**src/rtl/sem_pkg.sv**
```systemverilog
`default_nettype none
// ----------------------------------------------------------------------------
// sem_pkg: shared types and constants of the sobel edge magnitude block
// widths, reset values, register map and the controller/datapath interface
// ----------------------------------------------------------------------------
package sem_pkg;

  localparam int DEFAULT_MAX_WIDTH = 1024;
  localparam int HEIGHT_LIMIT      = 4096;

  localparam int PIX_W    = 8;
  localparam int WIDTH_W  = 11;
  localparam int HEIGHT_W = 13;
  localparam int ROW_W    = 12;
  localparam int DATA_W   = 32;
  localparam int PADDR_W  = 3;

  localparam logic [WIDTH_W-1:0]  WIDTH_RESET  = 11'd640;
  localparam logic [HEIGHT_W-1:0] HEIGHT_RESET = 13'd480;

  // gray weights, sum scaled by 32
  localparam int GRAY_R = 11;
  localparam int GRAY_G = 16;
  localparam int GRAY_B = 5;

  localparam int GRAD_W = 10;
  localparam int SQ_W   = 21;
  localparam int ROOT_W = 16;
  localparam logic [ROOT_W-2:0] ROOT_TOP = 15'h4000;
  localparam logic [PIX_W-1:0]  MAG_MAX  = 8'hFF;

  typedef enum logic [0:0] {
    REG_IMAGE_WIDTH  = 1'b0,
    REG_IMAGE_HEIGHT = 1'b1
  } reg_idx_e;

  typedef struct packed {
    logic clear;
    logic accept;
    logic update;
    logic square;
    logic root_step;
    logic load_out;
  } dp_cmd_t;

  typedef struct packed {
    logic clr_last;
    logic has_result;
    logic root_last;
    logic out_free;
  } dp_status_t;

endpackage
`default_nettype wire

```
**src/rtl/sem_ctrl.sv**
```systemverilog
`default_nettype none
// ----------------------------------------------------------------------------
// sem_ctrl: sequencer of the sobel edge magnitude block
// runs the line store clearing pass, then walks each pixel through the datapath
// ----------------------------------------------------------------------------
module sem_ctrl (
  input  logic                 clk_i,
  input  logic                 rst_ni,
  input  logic                 in_valid_i,
  output logic                 in_stall_o,
  input  sem_pkg::dp_status_t  status_i,
  output sem_pkg::dp_cmd_t     cmd_o
);
  import sem_pkg::*;

  typedef enum logic [2:0] {
    ST_CLEAR,
    ST_IDLE,
    ST_READ,
    ST_SQUARE,
    ST_ROOT,
    ST_DONE
  } state_e;

  state_e state_q, state_d;

  always_comb begin
    state_d = state_q;
    case (state_q)
      ST_CLEAR: begin
        if (status_i.clr_last) state_d = ST_IDLE;
      end
      ST_IDLE: begin
        if (in_valid_i) state_d = ST_READ;
      end
      ST_READ: begin
        // border pixels only update the stores
        state_d = status_i.has_result ? ST_SQUARE : ST_IDLE;
      end
      ST_SQUARE: begin
        state_d = ST_ROOT;
      end
      ST_ROOT: begin
        if (status_i.root_last) state_d = ST_DONE;
      end
      ST_DONE: begin
        if (status_i.out_free) state_d = ST_IDLE;
      end
      default: begin
        state_d = ST_IDLE;
      end
    endcase
  end

  always_ff @(posedge clk_i or negedge rst_ni) begin
    if (!rst_ni) begin
      state_q <= ST_CLEAR;
    end else begin
      state_q <= state_d;
    end
  end

  assign in_stall_o       = (state_q != ST_IDLE);
  assign cmd_o.clear      = (state_q == ST_CLEAR);
  assign cmd_o.accept     = (state_q == ST_IDLE) && in_valid_i;
  assign cmd_o.update     = (state_q == ST_READ);
  assign cmd_o.square     = (state_q == ST_SQUARE);
  assign cmd_o.root_step  = (state_q == ST_ROOT);
  assign cmd_o.load_out   = (state_q == ST_DONE) && status_i.out_free;

endmodule
`default_nettype wire

```
**config.mk**
```make
export PLATFORM = sky130hd
export DESIGN_NAME = sem_ctrl
export DESIGN_NICKNAME = d
export VERILOG_FILES = /design/src/rtl/sem_pkg.sv /design/src/rtl/sem_ctrl.sv
export SDC_FILE = /design/constraint.sdc
export NUM_CORES = 1
export LEC_CHECK = 0
export ABC_AREA = 1
export BUFFER_PORTS_ARGS = -buffer_cell sky130_fd_sc_hd__clkbuf_2
export CAP_MARGIN = 15
export CORE_AREA = 2 2 39 41
export CTS_CLUSTER_SIZE = 14
export DETAILED_ROUTE_END_ITERATION = 10
export DIE_AREA = 0 0 41 43
export GPL_ROUTABILITY_DRIVEN = 0
export PLACE_DENSITY = 0.45
export SETUP_SLACK_MARGIN = 0.15
export SLEW_MARGIN = 20
export SYNTH_ARGS = -nofsm -noshare
export SYNTH_HDL_FRONTEND = slang
export SYNTH_SLANG_ARGS = --single-unit
```
**constraint.sdc**
```tcl
create_clock -name clk_i -period 1.6 [get_ports clk_i]
set_clock_uncertainty 0.05 [all_clocks]
set_input_delay 0.24 -clock clk_i [delete_from_list [all_inputs] [get_ports clk_i]]
set_output_delay 0.24 -clock clk_i [all_outputs]
set_load 0.02 [all_outputs]
```
==> run summary, run 1 <==
The run finished with clean final reports. The post-route total power came out at 855 uW. By area the synthesized netlist is led by sky130_fd_sc_hd__dfrtp_1 (26%), sky130_fd_sc_hd__inv_1 (9.2%), sky130_fd_sc_hd__nand2_1 (9.2%), sky130_fd_sc_hd__nor2_1 (9.2%), sky130_fd_sc_hd__nand3_1 (8.7%).

The mean number of vias per cell came out at 4.01. The clock input transition at the sequential cells of the worst setup and hold paths is 0.04 ns. In this design, the stage delay of the slowest critical-path cell is 0.47 ns.

Clock tree synthesis inserted a total of 3 buffers. The worst setup path is captured at an output pin. At the worst endpoint, the arrival time is 1.12 ns. For this run, the number of Yosys warnings is 0. sky130_fd_sc_hd__dfrtp_1 takes more of the synthesized area than any other cell. The critical path required time is 1.31 ns. For this run, the total global-route usage over all layers was measured as 9.05%. After detailed placement, the total cell area comes to 349 sq um. The routed length per instance is 8.59 um.

Cell internal power was estimated by the tool at 433 uW. Of the total power, the clock network draws 15.5%. The repair_antennas step left the layout with diodes totalling 0. The worst register-to-register path ends at state_q[2]. The portion of total power attributed to sequential cells came out at 24.0%. The fraction of the yosys area taken by sequential cells is 26.2%. The startpoint identified for the worst register-to-register timing path is state_q[0].

Entering global routing, the biggest net connects 9 pins. The die covers 1760 sq um. Relative to the synthesized area, the layout overhead comes to 61.6%. The synthesized instance count is 44.

For this design the ratio of total power to cell area is 1850 nW/um^2. The TritonCTS clock tree is built. Counting along the longest clock path gives a buffer depth of 2. After the first detailed-routing iteration, the DRC count stood at 6. The maximum clock frequency is 709 MHz. The overflow left after global routing came out at 0. The worst-skew pair later-pin latency came out at 0.23 ns.

The part of the total power dissipated in combinational logic is 60.5%. The critical path runs through a total of 4 cells. The initial antenna violation count came to 0.

After the last flow step, the layout net total stands at 72. The reg2reg setup slack is 0.38 ns. The cell area after synthesis came out at 287 sq um. The mean post-synth cell area is 6.51 sq um. The area of the core region came out at 1380 sq um. The post-layout worst setup margin is 0.190 ns. The slew at the pin closest to its max-slew limit is 0.247 ns. Subtracting the final worst setup slack from the clock period gives 1.41 ns. The detailed-router iteration count before antenna repair is 2. The ratio of cells with drive above 1 in the final layout came out at 51.6%. The worst hold path class is input port to register. During placement, the flow inserted port buffers numbering 13. The H-tree level count came out at 1.

In this design, the largest share of critical-path delay is due to flip-flops. On the critical path, the stage with the largest delay is an instance of sky130_fd_sc_hd__dfrtp_2. The fraction of registers with async set or reset after synthesis came out at 100%. The worst max-slew margin expressed relative to the limit is 83.5%.

Once detailed placement completed, the half-perimeter wirelength came to 500 um. The period utilization is 88.1%. CTS placed an instance of sky130_fd_sc_hd__clkbuf_4 at the clock tree root. The initial core utilization is 20.7%. The initialized floorplan defines 14 standard-cell rows. The maximum vdd ir drop came out at 0.000417 V. The critical path in this run is classified as register to output pin. The critical path buffer and inverter count came out at 2. The static leakage power is 0.260 nW.

The worst setup path is launched from a register. Of all nets on the critical path, the largest fanout is 6. The critical path ends at cmd_o[4]. For this run, design rule violations remaining after detail routing come to 0. In this run the power spent charging and discharging nets is 422 uW. The fill cell instance count of the final layout came out at 159. The aggregate routed wire length came out at 687 um.

Once detail routing completed, the nets flagged for antenna violations numbered 0. The number of different library cells in the post-synthesis netlist is 15. The critical path goes through inv_4 -> nand3_4 -> nor2_4 -> buf_6. The vertical die dimension is 43 um.

The TritonCTS sink count is 3. The number of nets handed over by synthesis was 51. The portion of synthesized cell area occupied by the leading cell type came out at 26.2%. The die is 41 um wide.

The number of maximum-capacitance constraint violations came out at 0. After routing the design area is 463 sq um. The pre-CTS setup slack is 0.344 ns. The register with the most flip-flops in the layout has 3 of them.

The most used flip-flop cell after synthesis is sky130_fd_sc_hd__dfrtp_1. The number of global-route vias before repair is 281. After routing, the total negative slack on setup checks comes to 0 ns.

The wire length of the first global-routing pass came out at 1.12 mm. The number of endpoints with negative hold slack in the final report is 0. The largest registers in the layout are state_q x3.

The count of final max-slew check failures is 0. In the synthesized netlist, the cells that appear most often are sky130_fd_sc_hd__inv_1 (7), sky130_fd_sc_hd__nand2_1 (7), sky130_fd_sc_hd__nor2_1 (7). The final setup violation count is 0. The proportion of total power due to net switching is 49.3%. The worst register-to-register path has a depth of 7. Counting flops with a built-in enable in the synthesized netlist gives 0. Tracing the worst setup path back leads to its startpoint at state_q[2]. Setup repair after global routing could not meet its margin everywhere. The largest register by flop count is state_q. The number of top-level design ports came out at 14. The overall via count from detail_route is 321. The register bit count reported by yosys came out at 3.
-- layout by cell type, fill, tap and decap left out --
| cell type | netlist | final |
|---|---|---|
| sky130_fd_sc_hd__nor2_4 | 0 | 2 |
| sky130_fd_sc_hd__o21ai_0 | 2 | 2 |
| sky130_fd_sc_hd__buf_6 | 2 | 1 |
| sky130_fd_sc_hd__nor2_2 | 2 | 1 |
| sky130_fd_sc_hd__buf_4 | 0 | 7 |
| sky130_fd_sc_hd__o21bai_1 | 1 | 1 |
| sky130_fd_sc_hd__nor3_4 | 1 | 1 |
| sky130_fd_sc_hd__nor3_1 | 1 | 1 |
| sky130_fd_sc_hd__nand2_2 | 1 | 1 |
| sky130_fd_sc_hd__inv_2 | 3 | 1 |
| sky130_fd_sc_hd__clkbuf_1 | 0 | 1 |
| sky130_fd_sc_hd__inv_4 | 0 | 2 |
| sky130_fd_sc_hd__nand3_2 | 1 | 1 |
| sky130_fd_sc_hd__nand3_1 | 5 | 4 |
| sky130_fd_sc_hd__nand2_1 | 7 | 7 |
| sky130_fd_sc_hd__nand3_4 | 0 | 1 |
| sky130_fd_sc_hd__dfrtp_2 | 0 | 3 |
| sky130_fd_sc_hd__clkbuf_4 | 0 | 3 |
| sky130_fd_sc_hd__clkbuf_2 | 0 | 9 |
| sky130_fd_sc_hd__inv_1 | 7 | 7 |
| sky130_fd_sc_hd__nor2_1 | 7 | 6 |
| sky130_fd_sc_hd__dlygate4sd3_1 | 0 | 1 |
| sky130_fd_sc_hd__nand4_1 | 1 | 1 |
-- power groups by stage --
stage | Clock (mW) | Sequential, mW | Combinational (mW)
after floorplan | 0 | 0.126 | 0.383
after global placement | 0 | 0.178 | 0.406
after detailed placement | 0 | 0.182 | 0.398
after CTS | 0.138 | 0.183 | 0.443
after global routing | 0.145 | 0.216 | 0.570
final | 0.132 | 0.206 | 0.517
-- stage by stage --
| stage | utilization (%) | instances | hold WS (ns) |
|---|---|---|---|
| global route | 33.5 | 80 | 0.266 |
| detailed placement | 25.2 | 71 | -0.00964 |
| global placement | 25.2 | 71 | -0.00989 |
| finish | 33.5 | 80 | 0.251 |
| floorplan | - | 44 | -0.106 |
| CTS | 29.8 | 79 | 0.261 |
-- timing repair --
item / in CTS / in global routing
endpoints found under the hold margin: 3 / 0
gates cloned: 0 / 0
gates resized for setup: 3 / 16
hold buffers: 1 / 0
setup buffers: 3 / 1
setup endpoints to repair: 4 / 4
pin swaps: 1 / 3
-- routing by layer --
layer / up-vias / part of all wire, % / GRT usage [%]
li1: 178 / - / -
met1: 136 / 44 / 12.3
met2: 7 / 49 / 13.1
met3: 0 / 7.7 / 3.66
met4: 0 / 0 / 2.00
met5: - / 0 / 0
-- how the worst min path moves through the flow --
| stage | start | slack (ns) | cells after the start | end |
|---|---|---|---|---|
| 6_report | status_i[2] | 0.25 | 5 | state_q[1] |
| 3_3_place_gp | rst_ni | -0.01 | 1 | state_q[1] |
| 5_1_grt | status_i[2] | 0.27 | 5 | state_q[1] |
| 2_1_floorplan | rst_ni | -0.11 | 0 | state_q[0] |
| 4_1_cts | status_i[2] | 0.26 | 5 | state_q[1] |
| 3_5_place_dp | rst_ni | -0.01 | 1 | state_q[1] |
-- cells by family (layout without fill, tap and decap cells) --
group	count (synthesis)	in the layout	share of synthesized area, %
buffers and inverters	12	32	21.0
flip-flops	3	3	26.2
AO/OA/AOI/OAI	3	3	6.11
AND/OR/NAND/NOR	26	26	46.7
-- cell type report --
type | instances | area, sq um | share of cell area [%]
clock buffers | 4 | 26.3 | 5.68
flip-flops and latches | 3 | 78.8 | 17.0
well taps | 16 | 20.0 | 4.32
inverters | 10 | 42.5 | 9.19
multi-input cells | 29 | 176 | 38.1
repair buffers | 18 | 119 | 25.7
-- worst register-to-register path: stages, from the launching register on --
cell                      delay [ns]
sky130_fd_sc_hd__dfrtp_2        0.49
sky130_fd_sc_hd__nor2_4         0.14
sky130_fd_sc_hd__buf_4          0.12
sky130_fd_sc_hd__nand3_1        0.06
sky130_fd_sc_hd__nand2_2        0.10
sky130_fd_sc_hd__inv_2          0.04
sky130_fd_sc_hd__nand3_1        0.07
sky130_fd_sc_hd__nand2_1        0.05
Note: power is estimated with default switching activity, not from simulation.
==> run 2, diff against run 1 <==
- CTS_BUF_LIST: unset -> sky130_fd_sc_hd__clkbuf_16
==> run 2 against run 1 <==
Compared with the run above:
- worst hold slack better by 0.0096 ns
- largest cell class unchanged
- combinational power decreased by 6.2%
- routed wire length is 2.5% lower
- global-route usage up 0.10 points
- power increased by 26%
- final cell count shrank 2.5%
- fmax rose by 0.53%
==> run summary, run 2 (synthesized netlist as in run 1, its figures left out) <==
The flow ran to the end, and the final reports show no timing, DRC or antenna violations. The maximum clock frequency is 713 MHz (+0.53%). The setup TNS is 0 ns (unchanged). The number of maximum-capacitance constraint violations came out at 0 (unchanged). The number of cells in the finished layout apart from fillers is 78 (-2.5%). The period utilization came out at 87.6% (-0.46 points).

The overall global routing resource usage is 9.15% (+0.10 points). The count of final max-slew check failures is 0 (unchanged). Walking the worst path, the cells encountered are inv_4 -> nand3_4 -> nor2_4 -> buf_6. The tightest min-delay check is of the input port to register type. The arrival time reported for the critical path endpoint is 1.11 ns (about the same). The number of endpoints with negative hold slack in the final report was 0 (unchanged). The number of top-level design ports is 14 (unchanged). The floorplan die width is 41 um (unchanged).

The clock input transition at the sequential cells of the worst setup and hold paths is 0.03 ns (about the same). STA classifies the critical path startpoint as a register. The number of cells on the worst reg-to-reg path was 7 (unchanged). The startpoint identified for the worst register-to-register timing path is state_q[0]. The initial core utilization is 20.7% (unchanged). The total inserted antenna cells is 0 (unchanged).

The area of the die is 1760 sq um (unchanged). The routed length per instance was 8.59 um (about the same). Leaving out fill and tap cells, the most frequent cells in the layout are sky130_fd_sc_hd__clkbuf_2 (9), sky130_fd_sc_hd__inv_1 (8), sky130_fd_sc_hd__nand2_1 (7). The TritonCTS sink count is 3 (unchanged).

The final setup violation count is 0 (unchanged). The library cell used most frequently in the layout, excluding fill and tap cells, is sky130_fd_sc_hd__clkbuf_2. The H-tree level count is 1 (unchanged). The final critical-path required period came out at 1.40 ns (-0.00744 ns). The detailed-router iteration count before antenna repair came out at 4 (+2). STA classifies the critical path endpoint as an output pin. The largest stage delay on the critical path came to 0.48 ns (about the same).

The critical path buffer and inverter count is 2 (unchanged). The number of DRC markers after the initial detailed-route iteration is 1 (-5). The clock tree buffer depth is 2 (unchanged).

The count of placed standard cells including taps came out at 71 (unchanged). The maximum vdd ir drop came out at 0.000730 V (+75%). The mean number of vias per cell came to 4.19 (+4.5%). The endpoint of the lowest-slack register-to-register path is state_q[2]. The fill cell instance count of the final layout came to 154 (-3.1%). The slew at the pin closest to its max-slew limit was 0.238 ns (-0.00922 ns). The total CTS buffers came out at 3 (unchanged). The end of the critical path is cmd_o[4]. Setup repair after global routing could not meet its margin everywhere. The wire length of the first global-routing pass came out at 1.12 mm (-0.62%). The number of global-route vias before repair is 284 (+1.1%). The static leakage power was 0.277 nW (+6.8%). The cell family contributing the most delay on the critical path is flip-flops. The ratio of cells with drive above 1 in the final layout came out at 48.4% (-3.2 points). The most critical setup path has its startpoint at state_q[2]. The initial antenna violation count is 0 (unchanged). The cell chosen for the clock root is sky130_fd_sc_hd__clkbuf_16.

The number of DRC violations after detailed routing is 0 (unchanged). The worst-skew pair later-pin latency came out at 0.22 ns (about the same). The number of port buffers came out at 13 (unchanged). The overflow left after global routing came to 0 (unchanged). The area of the core region is 1380 sq um (unchanged). Ranked by flip-flop count, first place goes to state_q.

The reg2reg setup slack is 0.37 ns (about the same). The worst setup path is of the register to output pin kind. The number of flip-flops under the largest register name came out at 3 (unchanged). The remaining number of nets flagged by the antenna check after routing came out at 0 (unchanged).

The pin count of the biggest net entering global routing is 9 (unchanged). In the final layout, the registers with the most flip-flops are state_q x3. The cell with the largest stage delay on the worst path is sky130_fd_sc_hd__dfrtp_2. The number of placement rows came out at 14 (unchanged). The post-route total power is 1.08 mW (+26%). TritonCTS built the clock tree. The total non-filler cell area in the finished layout is 493 sq um (+6.5%).

The worst max-slew margin expressed relative to the limit came out at 84.1% (+0.61 points). The aggregate routed wire length is 670 um (-2.5%). The critical path required time came out at 1.31 ns (about the same). The worst slack on hold paths came to 0.261 ns (+0.00955 ns). The logic depth of the worst path, buffers included came to 4 (unchanged). The vertical die dimension is 43 um (unchanged). The top fanout value on the critical path came out at 8 (+2). The half-perimeter wire length after placement is 500 um (unchanged). The overall via count from detail_route came out at 327 (+1.9%). The power density of the placed cells came to 2190 nW/um^2 (+18%). The total number of nets in the final design is 70 (-2.8%). The placed standard-cell area is 349 sq um (unchanged). Relative to the synthesized area, the layout overhead comes to 72.1%.
-- run 2: changes by cell type in the layout (fill, tap and decap cells not counted), sizes merged --
| cell | before | now |
|---|---|---|
| inv | 10 | 11 |
| clkbuf | 13 | 12 |
| buf | 8 | 6 |
-- run 2: cell type report --
type / instances / area, sq um / area share, %
tap: 16 / 20.0 / 4.06
sequential: 3 / 78.8 / 16.0
timing repair buffer: 16 / 101 / 20.6
clock inverter: 1 / 3.75 / 0.761
multi-input combinational: 29 / 171 / 34.8
clock buffer: 3 / 75.1 / 15.2
inverter: 10 / 42.5 / 8.63
-- run 2: per-layer routing --
metal | GRT usage [%] | vias to the layer above | part of all wire (%)
li1 | - | 174 | -
met1 | 12.3 | 142 | 43
met2 | 12.5 | 11 | 49
met3 | 5.24 | 0 | 8.7
met4 | 2.00 | 0 | 0
met5 | 0 | - | 0
-- run 2: through the flow --
step | util (%) | setup WS, ns
after floorplan | - | 0.277
after global placement | 25.2 | 0.328
after detailed placement | 25.2 | 0.344
after CTS | 32.4 | 0.154
after global routing | 35.6 | 0.140
final | 35.6 | 0.198
-- run 2: worst min path at each step --
stage                     slack (ns)         from    endpoint  cells past startpoint
after floorplan                -0.11       rst_ni  state_q[0]                      0
after global placement         -0.01       rst_ni  state_q[1]                      1
after detailed placement       -0.01       rst_ni  state_q[1]                      1
after CTS                       0.28  status_i[2]  state_q[1]                      5
after global routing            0.28  status_i[2]  state_q[1]                      5
final                           0.26  status_i[2]  state_q[1]                      5
-- run 2: what timing repair did --
action                                  in CTS  in global routing
setup buffers                                1                  1
pin swaps                                    0                  2
endpoints found under the setup margin       4                  4
resized for setup                            2                 15
endpoints found under the hold margin        3                  0
hold buffers                                 1                  0
-- run 2: tightest hold or removal path: cells and delay by family --
kind                   cells  cell delay (ns)
AND/OR/NAND/NOR            3             0.13
buffers and inverters      2             0.13
-- run 2: where the power goes --
part | leakage [nW] | switching (mW) | internal (mW) | total [mW]
clock network | 0.0423 | 0.0642 | 0.322 | 0.386
logic | 0.201 | 0.280 | 0.205 | 0.485
registers | 0.0338 | 0.0919 | 0.114 | 0.206
